### config.mk
export PLATFORM = sky130hd
export DESIGN_NAME = deadline_timer_table
export DESIGN_NICKNAME = d
export VERILOG_FILES = /design/src/rtl/dtt_pkg.sv /design/src/rtl/dtt_slot_ram.sv /design/src/rtl/deadline_timer_table.sv
export SDC_FILE = /design/constraint.sdc
export NUM_CORES = 2
export LEC_CHECK = 0
export BUFFER_PORTS_ARGS = -buffer_cell sky130_fd_sc_hd__buf_2
export CAP_MARGIN = 30
export CORE_MARGIN = 4
export CORE_UTILIZATION = 60
export DETAILED_ROUTE_END_ITERATION = 8
export PLACE_DENSITY = 0.77
export SETUP_SLACK_MARGIN = 0.4
export SYNTH_ARGS = -nofsm -noshare
export SYNTH_HDL_FRONTEND = slang
export SYNTH_HIERARCHICAL = 1
export SYNTH_SLANG_ARGS = --single-unit
### constraint.sdc
create_clock -name clk_i -period 14.1 [get_ports clk_i]
set_input_delay 0 -clock clk_i [delete_from_list [all_inputs] [get_ports clk_i]]
set_output_delay 0 -clock clk_i [all_outputs]
set_load 0.01 [all_outputs]
### src/rtl/dtt_pkg.sv
// Shared types, codes and helpers of the deadline timer table.
// No dependencies.
package dtt_pkg;

  localparam int unsigned Slots      = 16;
  localparam int unsigned SlotBits   = 4;
  localparam int unsigned TimeBits   = 48;
  localparam int unsigned PeriodBits = 32;
  localparam logic [31:0] DefaultWindow = 32'd3600000;  // one hour in ms
  localparam logic [TimeBits-1:0] TimeMax = '1;

  typedef enum logic [2:0] {
    OP_ADD     = 3'd0,
    OP_CANCEL  = 3'd1,
    OP_REFRESH = 3'd2,
    OP_RESET   = 3'd3,
    OP_EXPIRE  = 3'd4,
    OP_QUERY   = 3'd5
  } op_e;

  typedef enum logic [1:0] {
    ST_OK      = 2'd0,
    ST_REFUSED = 2'd1,
    ST_FULL    = 2'd2
  } status_e;

  typedef struct packed {
    logic [2:0]            operation;
    logic [SlotBits-1:0]   slot;
    logic [PeriodBits-1:0] period_ms;
    logic                  recurring;
    logic                  restart_now;
    logic [TimeBits-1:0]   now_ms;
  } in_t;

  typedef struct packed {
    logic [1:0]          status;
    logic [SlotBits-1:0] result_slot;
    logic                fired;
    logic [TimeBits-1:0] remaining_ms;
    logic                any_armed;
    logic                wake;
    logic                last;
  } out_t;

  typedef struct packed {
    logic [PeriodBits-1:0] period;
    logic [TimeBits-1:0]   deadline;
  } slot_ent_t;

  // time + period, saturating at all ones
  function automatic logic [TimeBits-1:0] sat_add(input logic [TimeBits-1:0] t,
                                                  input logic [PeriodBits-1:0] p);
    logic [TimeBits:0] s;
    s = {1'b0, t} + {{(TimeBits + 1 - PeriodBits){1'b0}}, p};
    return s[TimeBits] ? TimeMax : s[TimeBits-1:0];
  endfunction

  function automatic out_t mk_res(input status_e st, input logic [SlotBits-1:0] sl,
                                  input logic fi, input logic [TimeBits-1:0] rem,
                                  input logic any, input logic wk, input logic la);
    out_t r;
    r.status       = st;
    r.result_slot  = sl;
    r.fired        = fi;
    r.remaining_ms = rem;
    r.any_armed    = any;
    r.wake         = wk;
    r.last         = la;
    return r;
  endfunction

endpackage

### src/rtl/dtt_slot_ram.sv
// Period and deadline store of the timer slots, one write and one read port,
// registered read data. Depends on dtt_pkg.
module dtt_slot_ram import dtt_pkg::*; (
  input  logic                clk_i,
  input  logic                we_period_i,
  input  logic                we_deadline_i,
  input  logic [SlotBits-1:0] waddr_i,
  input  slot_ent_t           wdata_i,
  input  logic [SlotBits-1:0] raddr_i,
  output slot_ent_t           rdata_o
);

  logic [PeriodBits-1:0] per_mem [Slots];
  logic [TimeBits-1:0]   dl_mem  [Slots];

  always_ff @(posedge clk_i) begin
    if (we_period_i) begin
      per_mem[waddr_i] <= wdata_i.period;
    end
    if (we_deadline_i) begin
      dl_mem[waddr_i] <= wdata_i.deadline;
    end
    rdata_o.period   <= per_mem[raddr_i];
    rdata_o.deadline <= dl_mem[raddr_i];
  end

endmodule

### src/rtl/deadline_timer_table.sv
// Deadline timer table: top level with the operation sequencer.
// Depends on dtt_pkg and dtt_slot_ram.
//
// Usage: drive in_i and raise start while busy is low; the word is taken at
// that edge. Results come out on result_o, each for exactly one cycle with
// result_valid_o high; the word with result_o.last ends the item. The
// receiver cannot stall, so results leave at one per cycle.
// Work per operation, from accept to the last result:
//   cancel, refused or unknown operations, full table: result from idle
//   refresh, reset without change: one slot read; reset with change: read, scan
//   add, query: one scan of the 16 slots through the deadline memory
//   expire: one due scan, then per fired timer one selection scan (and a
//   re-arm write if recurring), one final empty scan, then one result per
//   cycle (one result if nothing fired).
// The single read port of the slot memory makes every search over deadlines
// read one slot a cycle. One item is in work at a time.
// Reset disarms all slots, clears the wake latch and last seen time and
// loads the rollover window with one hour. The user must write the window
// register via cfg_we_i / cfg_wdata_i while the block is idle; not enforced.
module deadline_timer_table import dtt_pkg::*; (
  input  logic        clk_i,
  input  logic        rst_ni,
  input  logic        start,
  input  in_t         in_i,
  output logic        busy,
  output logic        result_valid_o,
  output out_t        result_o,
  input  logic        cfg_we_i,
  input  logic [31:0] cfg_wdata_i
);

  typedef enum logic [2:0] {S_IDLE, S_RD, S_SCAN, S_APPLY, S_EMIT} state_e;
  typedef enum logic [1:0] {M_FRONT, M_DUE, M_SEL, M_MIN} mode_e;

  state_e               state_q;
  mode_e                mode_q;
  in_t                  in_q;
  logic [Slots-1:0]     armed_q, rec_q, due_q;
  logic                 wake_sent_q, roll_q;
  logic [TimeBits-1:0]  last_seen_q, dl_new_q, best_q;
  logic [31:0]          window_q;
  logic [SlotBits-1:0]  s_q, pidx_q, bidx_q;
  logic [SlotBits:0]    cnt_q, n_q, k_q;
  logic                 pend_q, front_q, found_q;
  logic [SlotBits-1:0]  order_q [Slots];

  // memory port
  logic                we_per, we_dl;
  logic [SlotBits-1:0] waddr, raddr;
  slot_ent_t           wdata, rd;

  dtt_slot_ram u_ram (
    .clk_i        (clk_i),
    .we_period_i  (we_per),
    .we_deadline_i(we_dl),
    .waddr_i      (waddr),
    .wdata_i      (wdata),
    .raddr_i      (raddr),
    .rdata_o      (rd)
  );

  logic                accept;
  logic                free_found;
  logic [SlotBits-1:0] free_idx;
  logic                chg;
  logic [TimeBits-1:0] rst_start, rst_dl, per_ext;
  logic                front_c, found_c, last_c, cond;
  logic [TimeBits-1:0] best_c;
  logic [SlotBits-1:0] bidx_c;
  logic [Slots-1:0]    cancel_mask;
  logic                result_valid_d;
  out_t                result_d;

  assign busy   = (state_q != S_IDLE);
  assign accept = start && !busy;

  // lowest free slot
  always_comb begin
    free_found = 1'b0;
    free_idx   = '0;
    for (int i = Slots - 1; i >= 0; i--) begin
      if (!armed_q[i]) begin
        free_found = 1'b1;
        free_idx   = SlotBits'(i);
      end
    end
  end

  assign cancel_mask = armed_q & ~(Slots'(1) << in_i.slot);

  // reset: new start point and whether anything changes
  assign per_ext   = {{(TimeBits - PeriodBits){1'b0}}, rd.period};
  assign chg       = in_q.restart_now || (in_q.period_ms != rd.period);
  assign rst_start = in_q.restart_now ? in_q.now_ms :
                     (rd.deadline >= per_ext) ? rd.deadline - per_ext : '0;
  assign rst_dl    = sat_add(rst_start, in_q.period_ms);

  // one scan step on the word read last cycle
  always_comb begin
    front_c = front_q;
    found_c = found_q;
    best_c  = best_q;
    bidx_c  = bidx_q;
    cond    = (mode_q == M_SEL) ? due_q[pidx_q] : armed_q[pidx_q];
    if (pend_q && mode_q == M_FRONT && armed_q[pidx_q] && pidx_q != s_q &&
        (rd.deadline < dl_new_q || (rd.deadline == dl_new_q && pidx_q < s_q))) begin
      front_c = 1'b0;
    end
    if (pend_q && (mode_q == M_SEL || mode_q == M_MIN) && cond &&
        (!found_q || rd.deadline < best_q)) begin
      found_c = 1'b1;
      best_c  = rd.deadline;
      bidx_c  = pidx_q;
    end
    last_c = pend_q && (pidx_q == SlotBits'(Slots - 1));
  end

  // memory control
  always_comb begin
    we_per = 1'b0;
    we_dl  = 1'b0;
    waddr  = s_q;
    wdata  = '{period: in_q.period_ms, deadline: rst_dl};
    raddr  = cnt_q[SlotBits-1:0];
    unique case (state_q)
      S_IDLE: begin
        raddr = in_i.slot;
        if (accept && in_i.operation == OP_ADD && free_found) begin
          we_per = 1'b1;
          we_dl  = 1'b1;
          waddr  = free_idx;
          wdata  = '{period: in_i.period_ms,
                     deadline: sat_add(in_i.now_ms, in_i.period_ms)};
        end
      end
      S_RD: begin
        if (in_q.operation == OP_REFRESH) begin
          we_dl = 1'b1;
          wdata = '{period: rd.period, deadline: sat_add(in_q.now_ms, rd.period)};
        end else if (chg) begin
          we_per = 1'b1;
          we_dl  = 1'b1;
        end
      end
      S_SCAN: begin
        if (last_c && mode_q == M_SEL) begin
          raddr = bidx_c;  // period of the winner, for re-arm
        end
      end
      S_APPLY: begin
        we_dl = 1'b1;
        waddr = bidx_q;
        wdata = '{period: rd.period, deadline: sat_add(in_q.now_ms, rd.period)};
      end
      S_EMIT: begin
      end
      default: begin
      end
    endcase
  end

  // result word of this cycle
  always_comb begin
    result_valid_d = 1'b0;
    result_d       = result_o;
    unique case (state_q)
      S_IDLE: begin
        if (accept) begin
          unique case (in_i.operation)
            OP_ADD: begin
              if (!free_found) begin
                result_valid_d = 1'b1;
                result_d = mk_res(ST_FULL, '0, 1'b0, '0, |armed_q, 1'b0, 1'b1);
              end
            end
            OP_CANCEL: begin
              result_valid_d = 1'b1;
              if (!armed_q[in_i.slot]) begin
                result_d = mk_res(ST_REFUSED, '0, 1'b0, '0, |armed_q, 1'b0, 1'b1);
              end else begin
                result_d = mk_res(ST_OK, '0, 1'b0, '0, |cancel_mask, 1'b0, 1'b1);
              end
            end
            OP_REFRESH, OP_RESET: begin
              if (!armed_q[in_i.slot]) begin
                result_valid_d = 1'b1;
                result_d = mk_res(ST_REFUSED, '0, 1'b0, '0, |armed_q, 1'b0, 1'b1);
              end
            end
            OP_EXPIRE, OP_QUERY: begin
            end
            default: begin
              result_valid_d = 1'b1;
              result_d = mk_res(ST_REFUSED, '0, 1'b0, '0, |armed_q, 1'b0, 1'b1);
            end
          endcase
        end
      end
      S_RD: begin
        if (!(in_q.operation == OP_RESET && chg)) begin
          result_valid_d = 1'b1;
          result_d = mk_res(ST_OK, '0, 1'b0, '0, |armed_q, 1'b0, 1'b1);
        end
      end
      S_SCAN: begin
        if (last_c) begin
          unique case (mode_q)
            M_FRONT: begin
              result_valid_d = 1'b1;
              result_d = mk_res(ST_OK, (in_q.operation == OP_ADD) ? s_q : '0,
                                1'b0, '0, |armed_q, front_c && !wake_sent_q, 1'b1);
            end
            M_MIN: begin
              result_valid_d = 1'b1;
              result_d = mk_res(ST_OK, '0, 1'b0,
                                !found_c ? TimeMax :
                                (in_q.now_ms >= best_c) ? '0 : best_c - in_q.now_ms,
                                |armed_q, 1'b0, 1'b1);
            end
            default: begin
            end
          endcase
        end
      end
      S_EMIT: begin
        result_valid_d = 1'b1;
        if (n_q == '0) begin
          result_d = mk_res(ST_OK, '0, 1'b0, '0, |armed_q, 1'b0, 1'b1);
        end else begin
          result_d = mk_res(ST_OK, order_q[k_q[SlotBits-1:0]], 1'b1, '0, |armed_q,
                            1'b0, (k_q + 1'b1) == n_q);
        end
      end
      default: begin
      end
    endcase
  end

  always_ff @(posedge clk_i or negedge rst_ni) begin
    if (!rst_ni) begin
      state_q        <= S_IDLE;
      mode_q         <= M_FRONT;
      armed_q        <= '0;
      rec_q          <= '0;
      due_q          <= '0;
      wake_sent_q    <= 1'b0;
      roll_q         <= 1'b0;
      last_seen_q    <= '0;
      window_q       <= DefaultWindow;
      cnt_q          <= '0;
      n_q            <= '0;
      k_q            <= '0;
      pend_q         <= 1'b0;
      front_q        <= 1'b1;
      found_q        <= 1'b0;
      result_valid_o <= 1'b0;
    end else begin
      result_valid_o <= result_valid_d;
      result_o       <= result_d;
      if (cfg_we_i) begin
        window_q <= cfg_wdata_i;
      end
      unique case (state_q)
        S_IDLE: begin
          if (accept) begin
            in_q    <= in_i;
            s_q     <= (in_i.operation == OP_ADD) ? free_idx : in_i.slot;
            cnt_q   <= '0;
            pend_q  <= 1'b0;
            front_q <= 1'b1;
            found_q <= 1'b0;
            unique case (in_i.operation)
              OP_ADD: begin
                if (free_found) begin
                  armed_q[free_idx] <= 1'b1;
                  rec_q[free_idx]   <= in_i.recurring;
                  dl_new_q          <= sat_add(in_i.now_ms, in_i.period_ms);
                  mode_q            <= M_FRONT;
                  state_q           <= S_SCAN;
                end
              end
              OP_CANCEL: begin
                if (armed_q[in_i.slot]) begin
                  armed_q[in_i.slot] <= 1'b0;
                end
              end
              OP_REFRESH, OP_RESET: begin
                if (armed_q[in_i.slot]) begin
                  state_q <= S_RD;
                end
              end
              OP_EXPIRE: begin
                roll_q <= (last_seen_q >= {16'd0, window_q}) &&
                          (in_i.now_ms < last_seen_q - {16'd0, window_q});
                last_seen_q <= in_i.now_ms;
                due_q       <= '0;
                n_q         <= '0;
                mode_q      <= M_DUE;
                state_q     <= S_SCAN;
              end
              OP_QUERY: begin
                mode_q  <= M_MIN;
                state_q <= S_SCAN;
              end
              default: begin
              end
            endcase
          end
        end
        S_RD: begin
          if (in_q.operation == OP_RESET && chg) begin
            dl_new_q <= rst_dl;
            mode_q   <= M_FRONT;
            state_q  <= S_SCAN;
          end else begin
            state_q  <= S_IDLE;
          end
        end
        S_SCAN: begin
          best_q <= best_c;
          bidx_q <= bidx_c;
          if (pend_q && mode_q == M_DUE) begin
            due_q[pidx_q] <= armed_q[pidx_q] && (roll_q || rd.deadline <= in_q.now_ms);
          end
          if (last_c) begin
            cnt_q   <= '0;
            pend_q  <= 1'b0;
            found_q <= 1'b0;
            front_q <= 1'b1;
            unique case (mode_q)
              M_FRONT: begin
                wake_sent_q <= wake_sent_q || front_c;
                state_q     <= S_IDLE;
              end
              M_MIN: begin
                wake_sent_q <= 1'b0;
                state_q     <= S_IDLE;
              end
              M_DUE: begin
                mode_q <= M_SEL;
              end
              M_SEL: begin
                if (found_c) begin
                  due_q[bidx_c]            <= 1'b0;
                  order_q[n_q[SlotBits-1:0]] <= bidx_c;
                  n_q                      <= n_q + 1'b1;
                  if (rec_q[bidx_c]) begin
                    state_q <= S_APPLY;
                  end else begin
                    armed_q[bidx_c] <= 1'b0;
                  end
                end else begin
                  k_q     <= '0;
                  state_q <= S_EMIT;
                end
              end
              default: begin
              end
            endcase
          end else begin
            if (cnt_q != (SlotBits + 1)'(Slots)) begin
              cnt_q  <= cnt_q + 1'b1;
              pend_q <= 1'b1;
              pidx_q <= cnt_q[SlotBits-1:0];
            end else begin
              pend_q <= 1'b0;
            end
            front_q <= front_c;
            found_q <= found_c;
          end
        end
        S_APPLY: begin
          state_q <= S_SCAN;  // next selection pass
        end
        S_EMIT: begin
          if (n_q == '0) begin
            state_q <= S_IDLE;
          end else begin
            k_q <= k_q + 1'b1;
            if ((k_q + 1'b1) == n_q) begin
              state_q <= S_IDLE;
            end
          end
        end
        default: begin
          state_q <= S_IDLE;
        end
      endcase
    end
  end

`ifndef SYNTHESIS
  a_fire_count: assert property (@(posedge clk_i) disable iff (!rst_ni)
    n_q <= (SlotBits + 1)'(Slots))
    else $error("more timers fired than slots");
  a_wake_latched: assert property (@(posedge clk_i) disable iff (!rst_ni)
    result_valid_o && result_o.wake |-> wake_sent_q)
    else $error("wake given without latch set");
  a_fired_ok: assert property (@(posedge clk_i) disable iff (!rst_ni)
    result_valid_o && result_o.fired |-> result_o.status == ST_OK)
    else $error("fired result with bad status");
  a_more_busy: assert property (@(posedge clk_i) disable iff (!rst_ni)
    result_valid_o && !result_o.last |-> busy)
    else $error("idle while results still pending");
`endif

endmodule

==> summary.txt <==
Cells and area
  – # nets final: between 7k and 8k
  – Synth-to-Final Area Change: 14.0%
  – Share of final-layout standard cells stronger than drive strength 1: between 10% and 20%
  – Leading cell type in the layout, fill and taps excluded: sky130_fd_sc_hd__edfxtp_1
  – Final standard cell area without fillers: 0.102 mm^2
  – Most frequent cells in the layout: 1594 x sky130_fd_sc_hd__edfxtp_1, 589 x sky130_fd_sc_hd__nand2_1, 414 x sky130_fd_sc_hd__ha_1

Clock tree
  – Buffers from clock root to sink, at most: 3
  – Clk slew on worst S/H paths: roughly 0.060 ns
  – PostCTS Resize Cnt: 0
  – Cell at the root of the clock tree: sky130_fd_sc_hd__clkbuf_16
  – Number of levels the H-tree was split into: 4
  – Cts bufs inserted: 182
  – Insertion delay to the later sink of the worst-skew pair: approximately 0.85 ns
  – Clock tree from TritonCTS: built
  – Sink Count: roughly 1.8k

Synth
  – Number of enable-type register cells in the synthesized netlist: approximately 1.6k
  – Number of unique standard cell types used by synthesis: 99
  – Proportion of synthesized area in mux cells: a little under a tenth
  – Adder and majority gate portion of the synthesized area: roughly 5.9%
  – Fraction of the yosys area taken by sequential cells: 59.6%
  – Mean cell area of the mapped netlist: 13.4 um^2
  – Net count after synthesis: 7223
  – Synthesized-area fraction occupied by xor and xnor cells: ~2.7%
  – Register bit total from synthesis: 1828
  – Async set-reset flop share out of synthesis: 8.42%
  – Compound-Gate Fraction of Synth Area: 11.6%
  – Synthesized area: 0.0895 mm^2
  – Area fraction in and, or, nand and nor cells after synthesis: 8.09%
  – Count of yosys warnings during synthesis: 6
  – Largest family of logic cells by synthesized area: compound AO/OA/AOI/OAI gates
  – Synthesized netlist cell count: approximately 6.7k
  – Most instantiated flip-flop cell in the synthesis netlist: sky130_fd_sc_hd__edfxtp_1

Power and ir drop
  – Switching share of total power: 42.7%
  – Clock power share: roughly a fifth
  – P_leak: roughly 37 nW
  – Total power of the final layout: 25.7 mW
  – Switching Power: 11.0 mW
  – Power share of the sequential group: 31.9%
  – Cell Int Power: 14.7 mW
  – Highest ir drop seen on vdd: 313 uV
  – Proportion of power drawn by combinational gates: 48.7%
  – Power per cell area: 252 mW/mm^2

Routing
  – Via count: 64.8k
  – Average vias per placed instance: 6.98
  – Violation count after the first detailed-route iteration: 9754
  – Final ANT Viol Nets: 0
  – Total Wirelength: between 300 and 400 mm
  – Wirelength per Cell: 32.9 um
  – Length of the first detailed-routing pass in iterations: 8
  – DRC violation count after routing: 0

STA
  – Max Freq: 114 MHz
  – Setup violation total in the final timing report: 0
  – Total negative slack for setup checks: 0 ns
  – Transition time at the pin with the least slew margin: 1.31 ns
  – Max-slew violation count: 0
  – Min Tclk post-route: 8.76 ns
  – Fin crit share: 62.1%
  – Final clock skew: 0.0533 ns
  – Final setup slack of the worst path: 5.34 ns
  – Worst slew margin: 12.7%
  – Fin. Hold Viols: 0
  – Unrepaired setup endpoints after global routing: no

Worst setup path
  – Kind of critical path: register to register
  – Highest-delay cell along the critical path: sky130_fd_sc_hd__o211ai_1
  – Startpoint Class: register
  – Setup crit end kind: register
  – Worst path max stage delay: ~0.96 ns
  – Maximum fanout along the worst path: 43
  – Crit path buf inv count: 3
  – Signal arrival time at the worst endpoint: slightly above 9 ns
  – Most frequent cell on the critical path: sky130_fd_sc_hd__o22ai_1
  – Required time of the critical path: 14.55 ns
  – CP top delay family: compound AO/OA/AOI/OAI gates

Placement
  – Post-place instance area: between 0.09 and 0.1 mm^2
  – Placer's final routability congestion estimate: between 1 and 1.5
  – Number of buffers inserted by port buffering: 184
  – Estimated wirelength of the detail-placed design: 193 mm
  – DP Worst Slack: 5.81 ns

Floorplan
  – Die extent in x: 394 um
  – Io pins: 185
  – Standard-cell rows: ~140
  – Full die area: 0.155 mm^2
  – Core Region: 0.148 mm^2
  – Die height: 394 um
  – Initial Util: roughly 60%

GRT
  – Wire length of the first global-routing pass: between 400 and 500 mm
  – Pin count of the biggest net entering global routing: 158
  – Total congestion overflow after global routing: 0
  – Antenna violations before repair: 30
  – Number of global-route vias before repair: 63.5k
  – GR Util All Layers: 38.9%

Hold path
  – Classification of the worst-slack hold path: input port to register

Flow run
  – Max-cap viol count: 0

Outcome
  – Outcome: finished, final reports clean
[worst paths after layout]
path                                        startpoint                       endpoint  slack (ns)  cells past startpoint
hold / removal                                in_i[15]    last_seen_q[15]$_DFFE_PN0P_        0.05                      4
setup reg to reg              u_ram/rdata_o[0]$_DFF_P_  u_ram/dl_mem[2][19]$_DFFE_PP_        5.34                     26
min in group asynchronous                       rst_ni             k_q[0]$_DFFE_PN0P_        0.27                      4
hold reg to reg            last_seen_q[30]$_DFFE_PN0P_    last_seen_q[30]$_DFFE_PN0P_        0.49                      2
setup / recovery              u_ram/rdata_o[0]$_DFF_P_  u_ram/dl_mem[2][19]$_DFFE_PP_        5.34                     26
max in group asynchronous                       rst_ni        window_q[7]$_DFFE_PN1P_       12.34                      6
[per-stage QoR]
step | hold WS [ns] | util [%] | cells
3_5_place_dp | -0.0989 | 62.8 | 8617
5_1_grt | 0.0508 | 68.9 | 9274
3_3_place_gp | -0.103 | 62.7 | 8607
2_1_floorplan | -0.296 | - | 6678
6_report | 0.0489 | 68.9 | 9283
4_1_cts | 0.00255 | 68.8 | 9238
[registers in the layout (all words and copies together), names as in the netlist, 58 cells and up]
| name | cells |
|---|---|
| u_ram/dl_mem | 768 |
| u_ram/per_mem | 512 |
| in_q | 84 |
| u_ram/rdata_o | 80 |
| order_q | 64 |
| result_o | 58 |
[area by class of cell]
| cell class | count | area (um^2) |
|---|---|---|
| inverter | 336 | 1260 |
| tap | 1930 | 2410 |
| timing repair buffer | 594 | 4840 |
| fill | 9665 | 46000 |
| sequential | 1828 | 53300 |
| antenna | 34 | 85.1 |
| multi-input combinational | 4225 | 34000 |
| clock inverter | 118 | 1310 |
| clock buffer | 218 | 4750 |
[power groups by stage]
stage	clock network, mW	logic (mW)	registers (mW)
2_1_floorplan	0	7.83	8.04
3_3_place_gp	0	11.6	8.23
3_5_place_dp	0	11.8	8.26
4_1_cts	4.99	12.0	8.16
5_1_grt	5.24	13.1	8.21
6_report	4.97	12.5	8.19
[logic make-up (layout without fill, tap and decap cells)]
group,Yosys count,in the layout
AOI/OAI and AO/OA,1615,1615
muxes,384,384
buffers and inverters,625,1266
other,0,34
adders and majority gates,420,420
xor gates and xnor gates,274,274
and+or+nand+nor,1532,1532
DFF,1828,1828
[metal layers]
metal | wire length [um] | GRT usage, % | vias to the layer above
li1 | - | - | 26842
met2 | 138000 | 59.5 | 5123
met5 | 54 | 0 | -
met1 | 105000 | 49.2 | 31664
met4 | 26700 | 27.2 | 8
met3 | 35900 | 9.29 | 1179
[cells in the mapped netlist (all sizes together), types with 142 or more instances]
library cell,instances,area (um^2)
mux4,353,7950
nor2,310,1160
edfxtp,1594,47900
dfrtp,142,3550
ha,414,5180
a21oi,410,2060
a22oi,184,1390
nand2,592,2230
inv,335,1260
clkbuf,195,733
o21ai,386,1940
xnor2,154,1350
a21o,171,1290
[worst min-delay path, stage by stage]
cell and delay [ns]:
sky130_fd_sc_hd__dlygate4sd3_1 0.53, sky130_fd_sc_hd__buf_2 0.19, sky130_fd_sc_hd__nand2_1 0.09, sky130_fd_sc_hd__nand2_1 0.06
[what timing repair did]
item	in CTS	in global routing
buffers inserted	0	0
hold buffers	285	0
endpoints found under the setup margin	0	0
hold endpoints to repair	605	0
(Power assumes the default switching activity.)
